[src/design/sfpalu_pkg.sv]
`timescale 1ns / 1ps

package sfpalu_pkg;

  typedef enum logic [4:0] {
    OP_ADD       = 5'd0,
    OP_SUB       = 5'd1,
    OP_MULT      = 5'd2,
    OP_MULT0     = 5'd3,
    OP_MAC       = 5'd4,
    OP_MAC0      = 5'd5,
    OP_MSU0      = 5'd6,
    OP_MAC_R     = 5'd7,
    OP_ROUND     = 5'd8,
    OP_LSHL      = 5'd9,
    OP_LSHR      = 5'd10,
    OP_SHL       = 5'd11,
    OP_SHR       = 5'd12,
    OP_NORM_S    = 5'd13,
    OP_NORM_L    = 5'd14,
    OP_EXTRACT_L = 5'd15,
    OP_EXTRACT_H = 5'd16,
    OP_LMAX      = 5'd17,
    OP_LMIN      = 5'd18,
    OP_SMIN      = 5'd19,
    OP_SAND      = 5'd20
  } op_t;

  localparam logic signed [31:0] MAX32   = 32'sh7fff_ffff;
  localparam logic signed [31:0] MIN32   = 32'sh8000_0000;
  localparam logic signed [31:0] MULT_OV = 32'sh4000_0000;
  localparam logic signed [32:0] RND     = 33'sh0_0000_8000;
  localparam logic signed [15:0] MAX16   = 16'sh7fff;
  localparam logic signed [15:0] MIN16   = 16'sh8000;

  // One input word as it travels down the pipeline.
  typedef struct packed {
    logic [4:0]         func;
    logic signed [31:0] long_a;
    logic signed [31:0] long_b;
    logic signed [15:0] short_a;
    logic signed [15:0] short_b;
  } in_t;

  // True when a 33-bit sum does not fit in 32 bits.
  function automatic logic ovf33(input logic signed [32:0] x);
    return x[32] != x[31];
  endfunction

  function automatic logic signed [31:0] sat33(input logic signed [32:0] x);
    logic signed [31:0] v;
    if (x[32] != x[31]) begin
      v = x[32] ? MIN32 : MAX32;
    end else begin
      v = x[31:0];
    end
    return v;
  endfunction

  function automatic logic signed [32:0] ext33(input logic signed [31:0] x);
    return {x[31], x};
  endfunction

  // Redundant sign bits of a 32-bit word; all-sign words give 31.
  function automatic logic [4:0] sign_count32(input logic [31:0] x);
    logic [31:0] y;
    logic [4:0]  cnt;
    y   = x ^ {32{x[31]}};
    cnt = 5'd31;
    for (int i = 0; i < 31; i++) begin
      if (y[i]) begin
        cnt = 5'(30 - i);
      end
    end
    return cnt;
  endfunction

  function automatic logic [3:0] sign_count16(input logic [15:0] x);
    logic [15:0] y;
    logic [3:0]  cnt;
    y   = x ^ {16{x[15]}};
    cnt = 4'd15;
    for (int i = 0; i < 15; i++) begin
      if (y[i]) begin
        cnt = 4'(14 - i);
      end
    end
    return cnt;
  endfunction

endpackage

[src/design/sfpalu_exec.sv]
`timescale 1ns / 1ps

// Second half of the ALU: everything after the 16x16 product.
module sfpalu_exec (
  input  sfpalu_pkg::in_t     op,
  input  logic signed [31:0]  prod,
  output logic signed [31:0]  res,
  output logic                ovf
);

  logic signed [31:0] la;
  logic signed [31:0] lb;
  logic signed [15:0] sa;
  logic signed [15:0] sb;

  logic               lmult_ovf;
  logic signed [31:0] lmult;

  logic signed [32:0] add_s;
  logic signed [32:0] sub_s;
  logic signed [32:0] mac_s;
  logic signed [32:0] mac0_s;
  logic signed [32:0] msu_s;
  logic signed [31:0] mac_sat;
  logic signed [32:0] macr_s;
  logic signed [31:0] macr_sat;
  logic signed [32:0] rnd_s;
  logic signed [31:0] rnd_sat;

  logic               neg;
  logic [16:0]        mag;
  logic [5:0]         k32;
  logic [4:0]         k16;

  logic [63:0]        sh64;
  logic               fit32;
  logic signed [31:0] left32;
  logic signed [31:0] right32;
  logic [31:0]        sh32;
  logic               fit16;
  logic signed [15:0] left16;
  logic signed [15:0] right16;

  logic signed [15:0] smin;
  logic [15:0]        sand;

  assign la = op.long_a;
  assign lb = op.long_b;
  assign sa = op.short_a;
  assign sb = op.short_b;

  // Doubling the product only overflows for -32768 * -32768.
  assign lmult_ovf = (prod == sfpalu_pkg::MULT_OV);
  assign lmult     = lmult_ovf ? sfpalu_pkg::MAX32 : {prod[30:0], 1'b0};

  assign add_s    = sfpalu_pkg::ext33(la) + sfpalu_pkg::ext33(lb);
  assign sub_s    = sfpalu_pkg::ext33(la) - sfpalu_pkg::ext33(lb);
  assign mac_s    = sfpalu_pkg::ext33(la) + sfpalu_pkg::ext33(lmult);
  assign mac0_s   = sfpalu_pkg::ext33(la) + sfpalu_pkg::ext33(prod);
  assign msu_s    = sfpalu_pkg::ext33(la) - sfpalu_pkg::ext33(prod);
  assign mac_sat  = sfpalu_pkg::sat33(mac_s);
  assign macr_s   = sfpalu_pkg::ext33(mac_sat) + sfpalu_pkg::RND;
  assign macr_sat = sfpalu_pkg::sat33(macr_s);
  assign rnd_s    = sfpalu_pkg::ext33(la) + sfpalu_pkg::RND;
  assign rnd_sat  = sfpalu_pkg::sat33(rnd_s);

  // Shift count magnitude, clamped to the word width.
  assign neg = sb[15];
  assign mag = neg ? (17'd0 - {sb[15], sb}) : {1'b0, sb};
  assign k32 = (mag > 17'd32) ? 6'd32 : mag[5:0];
  assign k16 = (mag > 17'd16) ? 5'd16 : mag[4:0];

  // A left shift fits when no significant bit reaches past the sign.
  assign sh64    = {{32{la[31]}}, la} << k32;
  assign fit32   = (sh64[63:31] == {33{sh64[63]}});
  assign left32  = fit32 ? sh64[31:0] : (la[31] ? sfpalu_pkg::MIN32 : sfpalu_pkg::MAX32);
  assign right32 = la >>> k32;

  assign sh32    = {{16{sa[15]}}, sa} << k16;
  assign fit16   = (sh32[31:15] == {17{sh32[31]}});
  assign left16  = fit16 ? sh32[15:0] : (sa[15] ? sfpalu_pkg::MIN16 : sfpalu_pkg::MAX16);
  assign right16 = sa >>> k16;

  assign smin = (sa <= sb) ? sa : sb;
  assign sand = sa & sb;

  always_comb begin
    res = '0;
    ovf = 1'b0;
    case (op.func)
      sfpalu_pkg::OP_ADD: begin
        res = sfpalu_pkg::sat33(add_s);
        ovf = sfpalu_pkg::ovf33(add_s);
      end
      sfpalu_pkg::OP_SUB: begin
        res = sfpalu_pkg::sat33(sub_s);
        ovf = sfpalu_pkg::ovf33(sub_s);
      end
      sfpalu_pkg::OP_MULT: begin
        res = lmult;
        ovf = lmult_ovf;
      end
      sfpalu_pkg::OP_MULT0: begin
        res = prod;
      end
      sfpalu_pkg::OP_MAC: begin
        res = mac_sat;
        ovf = lmult_ovf | sfpalu_pkg::ovf33(mac_s);
      end
      sfpalu_pkg::OP_MAC0: begin
        res = sfpalu_pkg::sat33(mac0_s);
        ovf = sfpalu_pkg::ovf33(mac0_s);
      end
      sfpalu_pkg::OP_MSU0: begin
        res = sfpalu_pkg::sat33(msu_s);
        ovf = sfpalu_pkg::ovf33(msu_s);
      end
      sfpalu_pkg::OP_MAC_R: begin
        res = {{16{macr_sat[31]}}, macr_sat[31:16]};
        ovf = lmult_ovf | sfpalu_pkg::ovf33(mac_s) | sfpalu_pkg::ovf33(macr_s);
      end
      sfpalu_pkg::OP_ROUND: begin
        res = {{16{rnd_sat[31]}}, rnd_sat[31:16]};
        ovf = sfpalu_pkg::ovf33(rnd_s);
      end
      sfpalu_pkg::OP_LSHL: begin
        res = neg ? right32 : left32;
        ovf = !neg && !fit32;
      end
      sfpalu_pkg::OP_LSHR: begin
        res = neg ? left32 : right32;
        ovf = neg && !fit32;
      end
      sfpalu_pkg::OP_SHL: begin
        res = neg ? {{16{right16[15]}}, right16} : {{16{left16[15]}}, left16};
        ovf = !neg && !fit16;
      end
      sfpalu_pkg::OP_SHR: begin
        res = neg ? {{16{left16[15]}}, left16} : {{16{right16[15]}}, right16};
        ovf = neg && !fit16;
      end
      sfpalu_pkg::OP_NORM_S: begin
        res = (sa == 16'sd0) ? 32'sd0 : {28'd0, sfpalu_pkg::sign_count16(sa)};
      end
      sfpalu_pkg::OP_NORM_L: begin
        res = (la == 32'sd0) ? 32'sd0 : {27'd0, sfpalu_pkg::sign_count32(la)};
      end
      sfpalu_pkg::OP_EXTRACT_L: begin
        res = {{16{la[15]}}, la[15:0]};
      end
      sfpalu_pkg::OP_EXTRACT_H: begin
        res = {{16{la[31]}}, la[31:16]};
      end
      sfpalu_pkg::OP_LMAX: begin
        res = (la >= lb) ? la : lb;
      end
      sfpalu_pkg::OP_LMIN: begin
        res = (la <= lb) ? la : lb;
      end
      sfpalu_pkg::OP_SMIN: begin
        res = {{16{smin[15]}}, smin};
      end
      sfpalu_pkg::OP_SAND: begin
        res = {{16{sand[15]}}, sand};
      end
      default: begin
        res = '0;
        ovf = 1'b0;
      end
    endcase
  end

endmodule

[src/design/saturating_fixed_point_alu_unit.sv]
`timescale 1ns / 1ps

// Channel  Handshake                Payload
// input    in_valid / in_ready      func, long_a, long_b, short_a, short_b
// output   out_valid / out_ready    result, overflow
//
// Three register stages: input register, product register, result register.
// An accepted word passes the input, product and result registers in turn before out_valid
// rises; one word is taken every cycle while out_ready is high.
// The 16x16 multiplier sits alone between the first two stages.
// A stalled output backs up stage by stage; empty stages keep filling.
// rst empties all stages synchronously.
module saturating_fixed_point_alu_unit (
  input  logic               clk,
  input  logic               rst,
  input  logic               in_valid,
  output logic               in_ready,
  input  logic [4:0]         func,
  input  logic signed [31:0] long_a,
  input  logic signed [31:0] long_b,
  input  logic signed [15:0] short_a,
  input  logic signed [15:0] short_b,
  output logic               out_valid,
  input  logic               out_ready,
  output logic signed [31:0] result,
  output logic               overflow
);

  logic               s1_valid;
  sfpalu_pkg::in_t    s1_op;
  logic               s2_valid;
  sfpalu_pkg::in_t    s2_op;
  logic signed [31:0] s2_prod;
  logic signed [31:0] prod_next;

  logic               out_free;
  logic               s2_free;
  logic               s1_free;

  logic signed [31:0] result_next;
  logic               overflow_next;

  assign out_free = !out_valid || out_ready;
  assign s2_free  = !s2_valid || out_free;
  assign s1_free  = !s1_valid || s2_free;
  assign in_ready = s1_free;

  assign prod_next = s1_op.short_a * s1_op.short_b;

  sfpalu_exec u_exec (
    .op   (s2_op),
    .prod (s2_prod),
    .res  (result_next),
    .ovf  (overflow_next)
  );

  always_ff @(posedge clk) begin
    if (rst) begin
      s1_valid  <= 1'b0;
      s2_valid  <= 1'b0;
      out_valid <= 1'b0;
    end else begin
      if (s1_free) begin
        s1_valid <= in_valid;
      end
      if (s2_free) begin
        s2_valid <= s1_valid;
      end
      if (out_free) begin
        out_valid <= s2_valid;
      end
    end
  end

  always_ff @(posedge clk) begin
    if (s1_free && in_valid) begin
      s1_op.func    <= func;
      s1_op.long_a  <= long_a;
      s1_op.long_b  <= long_b;
      s1_op.short_a <= short_a;
      s1_op.short_b <= short_b;
    end
    if (s2_free && s1_valid) begin
      s2_op   <= s1_op;
      s2_prod <= prod_next;
    end
    if (out_free && s2_valid) begin
      result   <= result_next;
      overflow <= overflow_next;
    end
  end

endmodule

[config.mk]
export PLATFORM = sky130hd
export DESIGN_NAME = saturating_fixed_point_alu_unit
export DESIGN_NICKNAME = d
export VERILOG_FILES = /design/src/design/sfpalu_pkg.sv /design/src/design/sfpalu_exec.sv /design/src/design/saturating_fixed_point_alu_unit.sv
export SDC_FILE = /design/constraint.sdc
export NUM_CORES = 2
export LEC_CHECK = 0
export BUFFER_PORTS_ARGS = -buffer_cell sky130_fd_sc_hd__buf_4
export CAP_MARGIN = 40
export CELL_PAD_IN_SITES_DETAIL_PLACEMENT = 0
export CELL_PAD_IN_SITES_GLOBAL_PLACEMENT = 1
export CORE_MARGIN = 3
export CORE_UTILIZATION = 47
export CTS_CLUSTER_DIAMETER = 60
export DETAILED_ROUTE_END_ITERATION = 16
export PLACE_DENSITY_LB_ADDON = 0.12
export SKIP_CTS_REPAIR_TIMING = 1
export SLEW_MARGIN = 10
export SYNTH_ARGS = -nofsm -noshare
export SYNTH_HDL_FRONTEND = slang
export SYNTH_SLANG_ARGS = --single-unit
export TNS_END_PERCENT = 50
[constraint.sdc]
create_clock -name clk -period 32.6 [get_ports clk]
set_input_delay 6.52 -clock clk [delete_from_list [all_inputs] [get_ports clk]]
set_output_delay 6.52 -clock clk [all_outputs]
set_load 0.005 [all_outputs]
==> flow_metrics.env <==
export IMPL_timing_critical_path_fanout_max=6
export IMPL_report_final_slew_viol_count=0
export IMPL_first_pass_grt_wire_length_um=283000
export IMPL_post_route_wl_um=196000
export IMPL_grt_overflow_total=0
export IMPL_synth_async_sr_flop_share_pct=0
export IMPL_ff2ff_setup_slack_ns=21.90
export IMPL_layout_nets=5882
export IMPL_syn_avg_cell_area_sq_um=8.04
export IMPL_netlist_top_cell_by_area="edfxtp_1"
export IMPL_max_stage_delay_ns=0.57
export IMPL_cts_root_to_sink_buffers=3
export IMPL_drt_first_iter_violations=5847
export IMPL_crit_family="simple AND/OR/NAND/NOR gates"
export IMPL_most_common_flop_cell_mapped_by_yosys="edfxtp_1"
export IMPL_layoutNonFillerInstCount=6423
export IMPL_clock_sinks=270
export IMPL_die_height_um=305
export IMPL_route_detailed_vias_per_inst=6.71
export IMPL_first_pass_iters=9
export IMPL_worst_setup_path_startpoint="out_ready"
export IMPL_critPathSlowestCell="nor2b_1"
export IMPL_port_buffers=139
export IMPL_finalSetupTns_ns=0
export IMPL_layout_commonest_cell="nand2_1"
export IMPL_cts_root_buffer="clkbuf_16"
export IMPL_layout_cells_most_common_list="nand2_1 (525), inv_1 (454), nor2_1 (430)"
export IMPL_synth_area_leaders="edfxtp_1 (19%), fa_1 (13%), ha_1 (8.5%), a21oi_1 (4.9%), nand2_1 (4.7%)"
export IMPL_hold_viol=0
export IMPL_yosys_area_top_type_share_pct=19.0
export IMPL_power_leakage_nw=19.5
export IMPL_cts_tree="built"
export IMPL_fp_dieW_um=305
export IMPL_cp_arrival_ns=7.56
export IMPL_drc_errors=0
export IMPL_critical_path_required_ns=26.08
export IMPL_cts_buffers=40
export IMPL_boundaryPins=140
export IMPL_antenna_violations_before_repair=9
export IMPL_slew_headroom_pct=33.1
export IMPL_timing_clock_skew_ns=0.0713
export IMPL_wl_per_instance_um=30.5
export IMPL_synth_edf_count=267
export IMPL_core_region_area_sq_mm=0.0886
export IMPL_cells_after_synth=5239
export IMPL_critical_path_cell_chain="buf_4, nor2b_1, nand3_1, buf_4"
export IMPL_first_global_vias=40700
export IMPL_layout_worst_path_cycle_share_pct=43.2
export IMPL_finalWorstPathRequiredPeriod_ns=14.08
export IMPL_place_detailed_instances=6342
export IMPL_rsz_0062_raised_after_global_routing="no"
export IMPL_std_cell_rows=109
export IMPL_number_of_buffer_and_inverter_instances_along_the_worst_setup_path=2
export IMPL_postSynthRegisterBits=270
export IMPL_area_growth_syn_to_layout_pct=9.25
export IMPL_initial_core_util_pct=47.5
export IMPL_final_setup_violations=0
export IMPL_drive_above_1_share_pct=9.57
export IMPL_critical_path_top_cell_by_count="buf_4"
export IMPL_setup_worst_path_end="in_ready"
export IMPL_floorplan_die_area_sq_mm=0.0933
export IMPL_crit_reg2reg_launch="s2_prod[0]"
export IMPL_synth_seq_area_share_pct=19.2
export IMPL_antenna_left=0
export IMPL_r2r_worst_path_cells=39
export IMPL_setup_worst_path_end_class="output pin"
export IMPL_tightest_slew_ns=0.978
export IMPL_vias=43100
export IMPL_vdd_ir_drop_worst_mv=0.326
export IMPL_clk_latency_ns=0.65
export IMPL_cp_start_kind="primary input"
export IMPL_place_hpwl_um=150000
export IMPL_worst_r2r_endpoint="result[25]"
export IMPL_globalRouteTotalUtil_pct=41.0
export IMPL_number_of_levels_in_the_clock_h_tree=2
export IMPL_nFillCells=8613
export IMPL_max_cap_viols=0
export IMPL_ys_warnings_count=0
export IMPL_netlist_cell_type_count=115
export IMPL_largest_net_degree_at_the_start_of_global_routing=68
export IMPL_power_density_mw_per_mm2=118
export IMPL_synth_area_sq_mm=0.0421
export IMPL_setup_worst_path_class="in -> out"
export IMPL_synth_fp_nets=5897
export IMPL_path_depth=4
export IMPL_run_status="finished clean"
export IMPL_gp_routability_congestion=1.04
export IMPL_hold_class="reg -> reg"
export IMPL_clk_pin_slew_worst_paths_ns=0.05
export IMPL_clock_fmax_mhz=71.0
-- state kept, by name, indices dropped and copies added, names as in the netlist --
register	count
s2_prod	32
result	32
out_valid	1
s2_op	101
s2_valid	1
s1_op	101
overflow	1
s1_valid	1
-- cell families (layout without fill, tap and decap cells) --
logic type / Yosys count / in the layout / share of synthesized area (%)
DFF: 270 / 270 / 19.2
and+or+nand+nor: 1720 / 1720 / 20.1
buffers and inverters: 818 / 834 / 7.61
xor gates and xnor gates: 200 / 200 / 4.18
AOI/OAI and AO/OA: 1515 / 1515 / 23.7
muxes: 163 / 163 / 4.08
other: 0 / 3 / 0
adders and majority gates: 553 / 553 / 21.2
-- worst min path at each step --
stage	start	endpoint	slack, ns	depth (start not counted)
final	s1_op[67]	s2_op[67]	0.39	0
after global routing	s1_op[34]	s2_op[34]	0.40	0
after CTS	s1_op[67]	s2_op[67]	0.37	0
after detailed placement	s1_op[37]	s2_op[37]	0.40	0
after global placement	s1_op[92]	s2_op[92]	0.40	0
after floorplan	s1_op[100]	s2_op[100]	0.40	0
-- area by class of cell --
type                            count  area (sq um)  share of cell area, %
Clock inverter                     30           400                  0.870
Inverter                          458          1720                   3.74
Sequential cell                   270          8080                   17.6
Multi-Input combinational cell   4151         31000                   67.3
Antenna cell                        3          7.51                 0.0163
Tap cell                         1165          1460                   3.17
Clock buffer                       43          1010                   2.20
Timing Repair Buffer              303          2380                   5.17
-- through the flow --
step	setup WS, ns	hold WS [ns]	power [mW]	cell area (sq um)	util (%)
final	18.52	0.390	5.44	46000	51.9
after global routing	18.41	0.401	5.78	46000	51.9
after CTS	18.54	0.374	5.41	45900	51.8
after detailed placement	18.54	0.405	4.93	44500	50.2
after global placement	18.55	0.401	4.90	44300	50.0
after floorplan	15.55	0.400	3.31	42100	-
-- per-layer routing --
layer,track usage (%),vias to the layer above,wire length (um)
li1,-,18800,-
met1,55.0,20900,77500
met2,60.1,2863,82100
met3,11.3,570,23800
met4,21.7,6,12600
met5,0.0506,-,38
-- synthesized netlist by cell type, types with 24 or more instances --
master     count
a211oi_1      66
a21o_1        71
a21oi_1      414
a221oi_1      38
a22oi_1       70
a31oi_1       67
and2_1       134
and3_1        38
buf_1         38
buf_2         32
clkbuf_1     272
edfxtp_1     267
fa_1         267
ha_1         286
inv_1        454
mux2i_1      140
nand2_1      525
nand2b_1      51
nand3_1      112
nand4_1       67
nor2_1       436
nor2b_1       46
nor3_1       106
nor4_1        46
o2111ai_1     24
o211ai_1      62
o21a_1        35
o21ai_0      302
o21bai_1      50
o221ai_1      24
o22ai_1       37
o31ai_1       26
or3_1         32
or4_1         35
xnor2_1      156
xor2_1        43
-- power breakdown --
| part | leakage, nW | switching (mW) | internal (mW) |
|---|---|---|---|
| clock network | 0.670 | 0.194 | 0.261 |
| logic | 16.3 | 2.83 | 1.52 |
| registers | 2.57 | 0.0607 | 0.579 |
No activity file was read; power rests on OpenSTA's default activity.
